**src/hw/rtl/rhc_pkg.sv**
```systemverilog
package rhc_pkg;

   // Pixel component and product widths.
   localparam int PIX_W  = 8;
   localparam int PROD_W = 2 * PIX_W;

   // Pipeline layout: two stages of setup, one stage per quotient bit,
   // then the output register in the top level.
   localparam int DIV_FIRST   = 2;
   localparam int DIV_STEPS   = PIX_W;
   localparam int DIV_POS_W   = $clog2(DIV_STEPS);
   localparam int PIPE_DEPTH  = DIV_FIRST + DIV_STEPS;
   localparam int STAGE_COUNT = PIPE_DEPTH + 1;

   // First stage of the delay line that aligns the shorter HSV to RGB path.
   localparam int HSV_DELAY_FIRST = 4;

   localparam int HUE_SECTOR   = 43;
   localparam int REGION_COUNT = 6;

   typedef logic [PIX_W-1:0] pix_type;

   localparam pix_type FULL_SCALE     = 8'd255;
   localparam pix_type HUE_SECTOR_PIX = 8'd43;
   localparam pix_type REM_SCALE      = 8'd6;
   localparam pix_type BASE_RED       = 8'd0;
   localparam pix_type BASE_GREEN     = 8'd85;
   localparam pix_type BASE_BLUE      = 8'd171;

   localparam logic DIR_HSV_TO_RGB = 1'b0;
   localparam logic DIR_RGB_TO_HSV = 1'b1;

   typedef struct packed {
      pix_type first;
      pix_type second;
      pix_type third;
   } pixel_type;

   typedef enum logic [2:0] {
      REGION_0 = 3'd0,
      REGION_1 = 3'd1,
      REGION_2 = 3'd2,
      REGION_3 = 3'd3,
      REGION_4 = 3'd4,
      REGION_5 = 3'd5
   } region_type;

   typedef enum logic [1:0] {
      SRC_RED   = 2'd0,
      SRC_GREEN = 2'd1,
      SRC_BLUE  = 2'd2
   } src_type;

   // Partial state of a restoring divider.
   typedef struct packed {
      logic [PROD_W-1:0] rem;
      pix_type           quo;
      pix_type           dsr;
   } div_type;

   // Values that ride along the divider stages of the RGB to HSV path.
   typedef struct packed {
      pix_type val;
      src_type src;
      logic    neg;
      logic    grey;
   } hsv_side_type;

   // One restoring step: resolves quotient bit bit_pos.
   function automatic div_type div_step(div_type cur, logic [DIV_POS_W-1:0] bit_pos);
      logic [PROD_W-1:0] shifted;
      div_type           nxt;
      shifted = {{(PROD_W-PIX_W){1'b0}}, cur.dsr} << bit_pos;
      nxt     = cur;
      if (cur.rem >= shifted) begin
         nxt.rem          = cur.rem - shifted;
         nxt.quo[bit_pos] = 1'b1;
      end
      return nxt;
   endfunction

endpackage

```
**src/hw/rtl/rhc_req_if.sv**
```systemverilog
interface rhc_req_if;
   import rhc_pkg::*;

   logic    valid;
   logic    ready;
   pix_type in_first;
   pix_type in_second;
   pix_type in_third;

   modport source (output valid, output in_first, output in_second, output in_third,
                   input ready);
   modport sink (input valid, input in_first, input in_second, input in_third,
                 output ready);
endinterface

```
**src/hw/rtl/rhc_rsp_if.sv**
```systemverilog
interface rhc_rsp_if;
   import rhc_pkg::*;

   logic    valid;
   logic    ready;
   pix_type out_first;
   pix_type out_second;
   pix_type out_third;

   modport source (output valid, output out_first, output out_second, output out_third,
                   input ready);
   modport sink (input valid, input out_first, input out_second, input out_third,
                 output ready);
endinterface

```
**src/hw/rtl/rgb_hsv_color_convert_unit.sv**
```systemverilog
// Pixel color converter between 8-bit HSV and 8-bit RGB.
// Pixels arrive as transactions on req_bus and leave as transactions on rsp_bus,
// both valid/ready channels; a transaction moves when valid and ready are high at
// a rising clock edge. Each request transaction yields exactly one response,
// in order.
// csr_wr_en/csr_wr_data write the direction bit: 0 converts HSV to RGB, 1 converts
// RGB to HSV. Change it only while no transaction is in flight.
// Throughput is one transaction per clock while the receiver keeps up. Every stage
// is registered and the two divides of the RGB to HSV path resolve one quotient
// bit per stage, so their eight steps set the depth of the pipeline.
// Each stage holds its item until the next stage has room. When the receiver
// stalls, the response stays on rsp_bus unchanged and requests keep entering
// until every stage is full; then req_bus.ready drops.
// Reset (synchronous, active high) empties the pipeline and sets the
// direction to HSV to RGB.
module rgb_hsv_color_convert_unit (
   input logic       clock,
   input logic       reset,
   rhc_req_if.sink   req_bus,
   rhc_rsp_if.source rsp_bus,
   input logic       csr_wr_en,
   input logic       csr_wr_data
);
   import rhc_pkg::*;

   // Direction register.
   logic dir_cfg_ff;

   // Per-stage occupancy, the direction each item was accepted under, and the
   // per-stage advance strobes.
   logic [STAGE_COUNT-1:0] valid_ff;
   logic [PIPE_DEPTH-1:0]  dir_ff;
   logic [STAGE_COUNT-1:0] stage_adv;

   pixel_type req_pix;
   pixel_type hsv_pix;
   pixel_type rgb_pix;
   pixel_type out_ff;
   logic      out_dir_ff;

   always_ff @(posedge clock) begin
      if (reset) begin
         dir_cfg_ff <= DIR_HSV_TO_RGB;
      end else if (csr_wr_en) begin
         dir_cfg_ff <= csr_wr_data;
      end
   end

   // A stage may load when it is empty or when its item moves on in the same
   // cycle. Bubbles are squeezed out, so requests are still taken while the
   // output register waits on the receiver.
   always_comb begin
      stage_adv[STAGE_COUNT-1] = !valid_ff[STAGE_COUNT-1] || rsp_bus.ready;
      for (int k = STAGE_COUNT - 2; k >= 0; k--) begin
         stage_adv[k] = !valid_ff[k] || stage_adv[k+1];
      end
   end

   always_ff @(posedge clock) begin
      if (reset) begin
         valid_ff <= '0;
      end else begin
         if (stage_adv[0]) begin
            valid_ff[0] <= req_bus.valid;
         end
         for (int k = 1; k < STAGE_COUNT; k++) begin
            if (stage_adv[k]) begin
               valid_ff[k] <= valid_ff[k-1];
            end
         end
      end
   end

   always_ff @(posedge clock) begin
      if (stage_adv[0]) begin
         dir_ff[0] <= dir_cfg_ff;
      end
      for (int k = 1; k < PIPE_DEPTH; k++) begin
         if (stage_adv[k]) begin
            dir_ff[k] <= dir_ff[k-1];
         end
      end
   end

   assign req_bus.ready = stage_adv[0];
   assign req_pix = '{first: req_bus.in_first, second: req_bus.in_second,
                      third: req_bus.in_third};

   // Both datapaths see every pixel; the direction picks one at the output.
   rhc_hsv2rgb u_hsv2rgb (
      .clock    (clock),
      .stage_en (stage_adv[PIPE_DEPTH-1:0]),
      .pix_in   (req_pix),
      .pix_out  (hsv_pix)
   );

   rhc_rgb2hsv u_rgb2hsv (
      .clock    (clock),
      .stage_en (stage_adv[PIPE_DEPTH-1:0]),
      .pix_in   (req_pix),
      .pix_out  (rgb_pix)
   );

   // Output register: the response stage.
   always_ff @(posedge clock) begin
      if (stage_adv[STAGE_COUNT-1]) begin
         out_ff     <= (dir_ff[PIPE_DEPTH-1] == DIR_RGB_TO_HSV) ? rgb_pix : hsv_pix;
         out_dir_ff <= dir_ff[PIPE_DEPTH-1];
      end
   end

   assign rsp_bus.valid      = valid_ff[STAGE_COUNT-1];
   assign rsp_bus.out_first  = out_ff.first;
   assign rsp_bus.out_second = out_ff.second;
   assign rsp_bus.out_third  = out_ff.third;

`ifndef ASSERT_OFF
   // An empty first stage must always be able to take a request.
   a_ready_when_room: assert property (@(posedge clock) disable iff (reset)
      !valid_ff[0] |-> req_bus.ready)
      else $error("request refused with first stage empty");

   // An accepted request occupies the first stage on the next cycle.
   a_accept_fills: assert property (@(posedge clock) disable iff (reset)
      (req_bus.valid && req_bus.ready) |=> valid_ff[0])
      else $error("accepted request lost at pipeline entry");

   // RGB to HSV: a black pixel has zero hue and saturation.
   a_black_hsv: assert property (@(posedge clock) disable iff (reset)
      (rsp_bus.valid && out_dir_ff == DIR_RGB_TO_HSV && rsp_bus.out_third == '0)
      |-> (rsp_bus.out_first == '0 && rsp_bus.out_second == '0))
      else $error("black pixel gave nonzero hue or saturation");

   // RGB to HSV: zero saturation forces zero hue.
   a_grey_hue: assert property (@(posedge clock) disable iff (reset)
      (rsp_bus.valid && out_dir_ff == DIR_RGB_TO_HSV && rsp_bus.out_second == '0)
      |-> (rsp_bus.out_first == '0))
      else $error("grey pixel gave nonzero hue");
`endif

endmodule

```
**src/hw/rtl/rhc_hsv2rgb.sv**
```systemverilog
module rhc_hsv2rgb (
   input  logic                           clock,
   input  logic [rhc_pkg::PIPE_DEPTH-1:0] stage_en,
   input  rhc_pkg::pixel_type             pix_in,
   output rhc_pkg::pixel_type             pix_out
);
   import rhc_pkg::*;

   // Stage 0: hue region and scaled remainder.
   region_type s0_region_in, s0_region_ff;
   pix_type    s0_rem_in, s0_rem_ff;
   pix_type    s0_sat_ff, s0_val_ff;
   logic       s0_grey_ff;
   pix_type    sector_base;

   // Stage 1: first products, kept as their upper bytes.
   pix_type    s1_p_in, s1_p_ff;
   pix_type    s1_sr_in, s1_sr_ff;
   pix_type    s1_st_in, s1_st_ff;
   logic [PROD_W-1:0] prod_p, prod_sr, prod_st;
   pix_type    s1_val_ff;
   region_type s1_region_ff;
   logic       s1_grey_ff;

   // Stage 2: q and t.
   logic [PROD_W-1:0] prod_q, prod_t;
   pix_type    s2_p_ff, s2_q_ff, s2_t_ff, s2_val_ff;
   region_type s2_region_ff;
   logic       s2_grey_ff;

   // Stage 3 onward: finished pixel and its alignment delay.
   pixel_type  s3_pix_in;
   pixel_type  dly_ff [HSV_DELAY_FIRST-1:PIPE_DEPTH-1];

   always_comb begin
      s0_region_in = REGION_0;
      sector_base  = '0;
      for (int k = 1; k < REGION_COUNT; k++) begin
         if (pix_in.first >= PIX_W'(k * HUE_SECTOR)) begin
            s0_region_in = region_type'(3'(k));
            sector_base  = PIX_W'(k * HUE_SECTOR);
         end
      end
      s0_rem_in = PIX_W'((pix_in.first - sector_base) * REM_SCALE);
   end

   always_ff @(posedge clock) begin
      if (stage_en[0]) begin
         s0_region_ff <= s0_region_in;
         s0_rem_ff    <= s0_rem_in;
         s0_sat_ff    <= pix_in.second;
         s0_val_ff    <= pix_in.third;
         s0_grey_ff   <= (pix_in.second == '0);
      end
   end

   assign prod_p  = PROD_W'(s0_val_ff) * PROD_W'(FULL_SCALE - s0_sat_ff);
   assign prod_sr = PROD_W'(s0_sat_ff) * PROD_W'(s0_rem_ff);
   assign prod_st = PROD_W'(s0_sat_ff) * PROD_W'(FULL_SCALE - s0_rem_ff);
   assign s1_p_in  = prod_p[PROD_W-1:PIX_W];
   assign s1_sr_in = prod_sr[PROD_W-1:PIX_W];
   assign s1_st_in = prod_st[PROD_W-1:PIX_W];

   always_ff @(posedge clock) begin
      if (stage_en[1]) begin
         s1_p_ff      <= s1_p_in;
         s1_sr_ff     <= s1_sr_in;
         s1_st_ff     <= s1_st_in;
         s1_val_ff    <= s0_val_ff;
         s1_region_ff <= s0_region_ff;
         s1_grey_ff   <= s0_grey_ff;
      end
   end

   assign prod_q = PROD_W'(s1_val_ff) * PROD_W'(FULL_SCALE - s1_sr_ff);
   assign prod_t = PROD_W'(s1_val_ff) * PROD_W'(FULL_SCALE - s1_st_ff);

   always_ff @(posedge clock) begin
      if (stage_en[2]) begin
         s2_p_ff      <= s1_p_ff;
         s2_q_ff      <= prod_q[PROD_W-1:PIX_W];
         s2_t_ff      <= prod_t[PROD_W-1:PIX_W];
         s2_val_ff    <= s1_val_ff;
         s2_region_ff <= s1_region_ff;
         s2_grey_ff   <= s1_grey_ff;
      end
   end

   always_comb begin
      case (s2_region_ff)
         REGION_0: s3_pix_in = '{first: s2_val_ff, second: s2_t_ff, third: s2_p_ff};
         REGION_1: s3_pix_in = '{first: s2_q_ff, second: s2_val_ff, third: s2_p_ff};
         REGION_2: s3_pix_in = '{first: s2_p_ff, second: s2_val_ff, third: s2_t_ff};
         REGION_3: s3_pix_in = '{first: s2_p_ff, second: s2_q_ff, third: s2_val_ff};
         REGION_4: s3_pix_in = '{first: s2_t_ff, second: s2_p_ff, third: s2_val_ff};
         default:  s3_pix_in = '{first: s2_val_ff, second: s2_p_ff, third: s2_q_ff};
      endcase
      // Zero saturation is a grey pixel at the input value.
      if (s2_grey_ff) begin
         s3_pix_in = '{first: s2_val_ff, second: s2_val_ff, third: s2_val_ff};
      end
   end

   always_ff @(posedge clock) begin
      if (stage_en[HSV_DELAY_FIRST-1]) begin
         dly_ff[HSV_DELAY_FIRST-1] <= s3_pix_in;
      end
      for (int k = HSV_DELAY_FIRST; k < PIPE_DEPTH; k++) begin
         if (stage_en[k]) begin
            dly_ff[k] <= dly_ff[k-1];
         end
      end
   end

   assign pix_out = dly_ff[PIPE_DEPTH-1];

endmodule

```
**src/hw/rtl/rhc_rgb2hsv.sv**
```systemverilog
module rhc_rgb2hsv (
   input  logic                           clock,
   input  logic [rhc_pkg::PIPE_DEPTH-1:0] stage_en,
   input  rhc_pkg::pixel_type             pix_in,
   output rhc_pkg::pixel_type             pix_out
);
   import rhc_pkg::*;

   // Stage 0: extremes, winning component and signed difference.
   pix_type      s0_max_in, s0_max_ff;
   pix_type      s0_min_in;
   src_type      s0_src_in, s0_src_ff;
   logic [PIX_W:0] diff_in;
   pix_type      s0_mag_in, s0_mag_ff;
   pix_type      s0_span_ff;
   logic         s0_neg_ff;

   // Stage 1 onward: the two dividers and the values that ride with them.
   div_type      sat_div_in, hue_div_in;
   div_type      sat_div_ff [DIV_FIRST-1:PIPE_DEPTH-1];
   div_type      hue_div_ff [DIV_FIRST-1:PIPE_DEPTH-1];
   hsv_side_type side_ff    [DIV_FIRST-1:PIPE_DEPTH-1];

   hsv_side_type last_side;
   pix_type      hue_base;
   pix_type      hue_ofs;

   always_comb begin
      if (pix_in.first >= pix_in.second && pix_in.first >= pix_in.third) begin
         s0_src_in = SRC_RED;
         s0_max_in = pix_in.first;
      end else if (pix_in.second >= pix_in.third) begin
         s0_src_in = SRC_GREEN;
         s0_max_in = pix_in.second;
      end else begin
         s0_src_in = SRC_BLUE;
         s0_max_in = pix_in.third;
      end

      s0_min_in = pix_in.first;
      if (pix_in.second < s0_min_in) begin
         s0_min_in = pix_in.second;
      end
      if (pix_in.third < s0_min_in) begin
         s0_min_in = pix_in.third;
      end

      case (s0_src_in)
         SRC_RED:   diff_in = {1'b0, pix_in.second} - {1'b0, pix_in.third};
         SRC_GREEN: diff_in = {1'b0, pix_in.third} - {1'b0, pix_in.first};
         default:   diff_in = {1'b0, pix_in.first} - {1'b0, pix_in.second};
      endcase

      // The hue divide works on the magnitude so that it truncates toward zero.
      s0_mag_in = diff_in[PIX_W] ? PIX_W'(-diff_in) : diff_in[PIX_W-1:0];
   end

   always_ff @(posedge clock) begin
      if (stage_en[0]) begin
         s0_max_ff  <= s0_max_in;
         s0_span_ff <= s0_max_in - s0_min_in;
         s0_src_ff  <= s0_src_in;
         s0_neg_ff  <= diff_in[PIX_W];
         s0_mag_ff  <= s0_mag_in;
      end
   end

   always_comb begin
      sat_div_in.rem = PROD_W'(s0_span_ff) * PROD_W'(FULL_SCALE);
      sat_div_in.quo = '0;
      sat_div_in.dsr = s0_max_ff;
      hue_div_in.rem = PROD_W'(s0_mag_ff) * PROD_W'(HUE_SECTOR_PIX);
      hue_div_in.quo = '0;
      hue_div_in.dsr = s0_span_ff;
   end

   always_ff @(posedge clock) begin
      if (stage_en[DIV_FIRST-1]) begin
         sat_div_ff[DIV_FIRST-1] <= sat_div_in;
         hue_div_ff[DIV_FIRST-1] <= hue_div_in;
         // A zero span covers black as well: both give hue and saturation zero.
         side_ff[DIV_FIRST-1]    <= '{val: s0_max_ff, src: s0_src_ff, neg: s0_neg_ff,
                                      grey: (s0_span_ff == '0)};
      end
      for (int k = DIV_FIRST; k < PIPE_DEPTH; k++) begin
         if (stage_en[k]) begin
            sat_div_ff[k] <= div_step(sat_div_ff[k-1], DIV_POS_W'(DIV_STEPS - 1 - (k - DIV_FIRST)));
            hue_div_ff[k] <= div_step(hue_div_ff[k-1], DIV_POS_W'(DIV_STEPS - 1 - (k - DIV_FIRST)));
            side_ff[k]    <= side_ff[k-1];
         end
      end
   end

   assign last_side = side_ff[PIPE_DEPTH-1];

   always_comb begin
      case (last_side.src)
         SRC_RED:   hue_base = BASE_RED;
         SRC_GREEN: hue_base = BASE_GREEN;
         default:   hue_base = BASE_BLUE;
      endcase
      hue_ofs = last_side.neg ? PIX_W'(-hue_div_ff[PIPE_DEPTH-1].quo)
                              : hue_div_ff[PIPE_DEPTH-1].quo;

      pix_out.third = last_side.val;
      if (last_side.grey) begin
         pix_out.first  = '0;
         pix_out.second = '0;
      end else begin
         pix_out.first  = hue_base + hue_ofs;
         pix_out.second = sat_div_ff[PIPE_DEPTH-1].quo;
      end
   end

endmodule

```
**src/flat_wrapper.sv**
```systemverilog
// flat-port wrapper written by rule: the top's interface ports become plain ports
module rgb_hsv_color_convert_unit_flat import rhc_pkg::*;
  (clock, reset, csr_wr_en, csr_wr_data, req_bus_valid, req_bus_in_first, req_bus_in_second, req_bus_in_third, req_bus_ready, rsp_bus_valid, rsp_bus_out_first, rsp_bus_out_second, rsp_bus_out_third, rsp_bus_ready);
  rhc_req_if req_bus_i ();
  rhc_rsp_if rsp_bus_i ();
  input logic clock;
  input logic reset;
  input logic csr_wr_en;
  input logic csr_wr_data;
  input wire logic [$bits(req_bus_i.valid)-1:0] req_bus_valid;
  input wire logic [$bits(req_bus_i.in_first)-1:0] req_bus_in_first;
  input wire logic [$bits(req_bus_i.in_second)-1:0] req_bus_in_second;
  input wire logic [$bits(req_bus_i.in_third)-1:0] req_bus_in_third;
  output wire logic [$bits(req_bus_i.ready)-1:0] req_bus_ready;
  output wire logic [$bits(rsp_bus_i.valid)-1:0] rsp_bus_valid;
  output wire logic [$bits(rsp_bus_i.out_first)-1:0] rsp_bus_out_first;
  output wire logic [$bits(rsp_bus_i.out_second)-1:0] rsp_bus_out_second;
  output wire logic [$bits(rsp_bus_i.out_third)-1:0] rsp_bus_out_third;
  input wire logic [$bits(rsp_bus_i.ready)-1:0] rsp_bus_ready;
  assign req_bus_i.valid = req_bus_valid;
  assign req_bus_i.in_first = req_bus_in_first;
  assign req_bus_i.in_second = req_bus_in_second;
  assign req_bus_i.in_third = req_bus_in_third;
  assign req_bus_ready = req_bus_i.ready;
  assign rsp_bus_valid = rsp_bus_i.valid;
  assign rsp_bus_out_first = rsp_bus_i.out_first;
  assign rsp_bus_out_second = rsp_bus_i.out_second;
  assign rsp_bus_out_third = rsp_bus_i.out_third;
  assign rsp_bus_i.ready = rsp_bus_ready;
  rgb_hsv_color_convert_unit u_core (.clock(clock), .reset(reset), .req_bus(req_bus_i), .rsp_bus(rsp_bus_i), .csr_wr_en(csr_wr_en), .csr_wr_data(csr_wr_data));
endmodule
```
**config.mk**
```make
export PLATFORM = sky130hd
export DESIGN_NAME = rgb_hsv_color_convert_unit_flat
export DESIGN_NICKNAME = d
export VERILOG_FILES = /design/src/hw/rtl/rhc_pkg.sv /design/src/hw/rtl/rhc_req_if.sv /design/src/hw/rtl/rhc_rsp_if.sv /design/src/hw/rtl/rgb_hsv_color_convert_unit.sv /design/src/hw/rtl/rhc_hsv2rgb.sv /design/src/hw/rtl/rhc_rgb2hsv.sv /design/src/flat_wrapper.sv
export SDC_FILE = /design/constraint.sdc
export NUM_CORES = 2
export LEC_CHECK = 0
export BUFFER_PORTS_ARGS = -buffer_cell sky130_fd_sc_hd__buf_2
export CAP_MARGIN = 25
export CORE_MARGIN = 2
export CORE_UTILIZATION = 47
export DETAILED_ROUTE_END_ITERATION = 10
export SETUP_SLACK_MARGIN = 0.15
export SLEW_MARGIN = 10
export SYNTH_ARGS = -nofsm -noshare
export SYNTH_HDL_FRONTEND = slang
export SYNTH_SLANG_ARGS = --single-unit
```
**constraint.sdc**
```tcl
create_clock -name clock -period 9 [get_ports clock]
set_clock_uncertainty 0.05 [all_clocks]
set_input_delay 1.8 -clock clock [delete_from_list [all_inputs] [get_ports clock]]
set_output_delay 1.8 -clock clock [all_outputs]
set_load 0.01 [all_outputs]
```
==> summary.txt <==
result of the run: completed
R2R Path End: u_core.u_hsv2rgb.s1_st_ff[7]
startpoint of the worst setup timing path: rsp_bus_ready
initial cell density of the core: 0.4729
Final Max Tran Viols: 0
Arr. time, crit path: 5.09 ns
number of storage elements in the synthesis netlist: 830
clock root buffer: sky130_fd_sc_hd__clkbuf_16
global router's overall resource usage: 0.1759
antenna violations before repair: 3
clock tree from TritonCTS: built
number of iterations in the first detailed-routing pass: 8
summed instance area of the synthesized netlist: 48800 µm²
async set or reset register ratio after synthesis: 0
CTS H-tree depth: 3
main area contributors after synthesis: sky130_fd_sc_hd__edfxtp_1, sky130_fd_sc_hd__ha_1, sky130_fd_sc_hd__fa_1
number of gates resized after cts: 0
number of nets in the layout: 4864
end of the worst hold path: u_core.u_rgb2hsv.sat_div_ff[0][301]
leading register cell type out of synthesis: sky130_fd_sc_hd__edfxtp_1
largest net degree at the start of global routing: 80
area overhead of the layout relative to synthesis: 10.75%
Post-synth top cells: sky130_fd_sc_hd__edfxtp_1, sky130_fd_sc_hd__inv_1, sky130_fd_sc_hd__ha_1
synth warn: 0
Worst R2R Start: u_core.u_hsv2rgb.s0_sat_ff[5]
First DRT Iteration DRCs: 1711
Least-Margin Pin Slew: 0.9739 ns
clock-pin slew on the worst setup and hold paths: 0.06 ns
via total after detailed routing: 28400
I/O pin count: 56
Longest Clk Path Bufs: 3
source-to-sink clock delay at the later pin of the worst-skew pair: 0.66 ns
worst-case register-to-register setup slack: 3.16 ns
Antenna diodes: 0
Max Clock Freq: 144.1 MHz
share of synthesized area occupied by flip-flops and latches: 0.5083
post-route antenna net violation count: 0
mean routed wirelength per cell: 16.25 µm
start-to-end type of the worst setup path: input port to output port
Req. time, crit path: 7.15 ns
area of the placeable core: 103200 µm²
min Tclk post-route: 6.939 ns
Hold Path Depth: 0
routed wire length: 91.47 mm
most instantiated library cell after synthesis: sky130_fd_sc_hd__edfxtp_1
hold buffer count at CTS: 0
unrepaired setup endpoints after global routing: false
DRC violation count after routing: 0
depth of the worst register-to-register path: 17
Netlist cell types: 75
crit path launch type: input port
wire length of the first global-routing pass: 150.3 mm
count of buffers inserted at the top-level ports: 55
vias in the first global route: 28620
area taken by multi-input logic gates: 21460 µm²
library cell with the largest summed area after synthesis: sky130_fd_sc_hd__edfxtp_1
total gr overflow: 0
setup repair bufs after CTS: 0
Post-Synthesis Net Count: 4764
CTS Buf Count: 90
count of final hold-check violations: 0
num rows: 118
Vert. Die Dim: 326.2 µm
placed wire-length estimate after detailed placement: 69.06 mm
width of the chip: 326.2 µm
post-synthesis area per instance: 11.98 µm²
final setup TNS: 0 ns
post-route worst hold slack: 0.3612 ns
Post-synth EDFFs: 818
area fraction of the dominant cell type after synthesis: 0.5034
worst slew slack as a fraction of its limit: 0.3507
max capacitance violation total: 0
Filler cells: 8841
worst min-delay path class: register to register
endpoints failing setup: 0
Worst Path Max Fanout: 25
number of standard cells after synthesis: 4075
share of final-layout standard cells stronger than drive strength 1: 0.06659
Die Footprint: 106400 µm²
share of the clock period used by the worst path: 0.7710
sequential cell area: 24800 µm²
clock sinks: 830
Min-Delay Startpoint: u_core.u_rgb2hsv.sat_div_ff[0][269]
final weighted congestion in routability-driven placement: 0.8736
Crit. End Element: output port
vias per cell: 5.044
==> worst max-delay path by stage <==
stage	endpoint	slack (ns)	depth (start not counted)
5_1_grt	req_bus_ready	1.72	9
3_5_place_dp	u_core.u_rgb2hsv.s0_span_ff[7]	1.61	27
6_report	req_bus_ready	2.06	9
3_3_place_gp	u_core.u_rgb2hsv.s0_span_ff[7]	1.58	27
2_1_floorplan	req_bus_ready	0.82	6
4_1_cts	req_bus_ready	2.02	9
==> worst max-delay path, cell delays in order <==
cell,delay [ns]
sky130_fd_sc_hd__buf_2,0.10
sky130_fd_sc_hd__nor2b_1,0.32
sky130_fd_sc_hd__inv_1,0.52
sky130_fd_sc_hd__nor2_1,0.64
sky130_fd_sc_hd__nand3_4,0.43
sky130_fd_sc_hd__nor2_1,0.64
sky130_fd_sc_hd__nand4_1,0.17
sky130_fd_sc_hd__buf_4,0.26
sky130_fd_sc_hd__buf_2,0.18
==> layer usage <==
metal,up-vias,global-route usage,share of wire
met1,13550,0.2390,0.46
met5,-,0,0
li1,14300,-,-
met4,0,0.05350,0.025
met3,148,0.02405,0.036
met2,401,0.2943,0.48
==> cell families after synthesis <==
group	Yosys count	synth area share
and+or+nand+nor	1003	0.1055
DFF	830	0.5083
buffers and inverters	688	0.05315
adders and majority gates	659	0.2047
AOI/OAI and AO/OA	636	0.07956
xor gates and xnor gates	207	0.03715
muxes	52	0.01167
==> cells in the final DEF, fill, tap and decap left out, types with 139 or more instances in the layout <==
cell type,instances
sky130_fd_sc_hd__a21oi_1,220
sky130_fd_sc_hd__edfxtp_1,818
sky130_fd_sc_hd__fa_1,232
sky130_fd_sc_hd__ha_1,427
sky130_fd_sc_hd__inv_1,606
sky130_fd_sc_hd__nand2_1,191
sky130_fd_sc_hd__nor2_1,282
sky130_fd_sc_hd__nor2b_1,174
sky130_fd_sc_hd__o21ai_0,160
sky130_fd_sc_hd__xnor2_1,139
==> layout make-up <==
| class | instances | area share |
|---|---|---|
| inverter | 609 | 0.04234 |
| clock inverter | 56 | 0.01502 |
| timing repair buffer | 87 | 0.01102 |
| multi-input combinational | 2557 | 0.3970 |
| clock buffer | 111 | 0.04371 |
| tap | 1380 | 0.03195 |
| sequential | 830 | 0.4589 |
==> registers in the layout, indices dropped and copies added (netlist names), 10 cells and up <==
signal and cells:
u_core.u_rgb2hsv.sat_div_ff 168, u_core.u_rgb2hsv.side_ff 99, u_core.u_rgb2hsv.hue_div_ff 223, u_core.dir_ff 10
u_core.u_hsv2rgb.dly_ff 168, u_core.valid_ff 11
==> stage by stage <==
| step | cells | utilization | instance area (µm²) | setup slack, ns |
|---|---|---|---|---|
| 2_1_floorplan | 4075 | - | 48800 | 0.8184 |
| 3_3_place_gp | 5457 | 0.4917 | 50750 | 1.576 |
| 3_5_place_dp | 5462 | 0.4929 | 50860 | 1.610 |
| 4_1_cts | 5629 | 0.5236 | 54040 | 2.021 |
| 5_1_grt | 5630 | 0.5237 | 54050 | 1.722 |
| 6_report | 5630 | 0.5237 | 54050 | 2.061 |
Power is left out: the tool's default activity adds up to more than one toggle a clock period on the data nets, which glitch-free logic cannot reach.
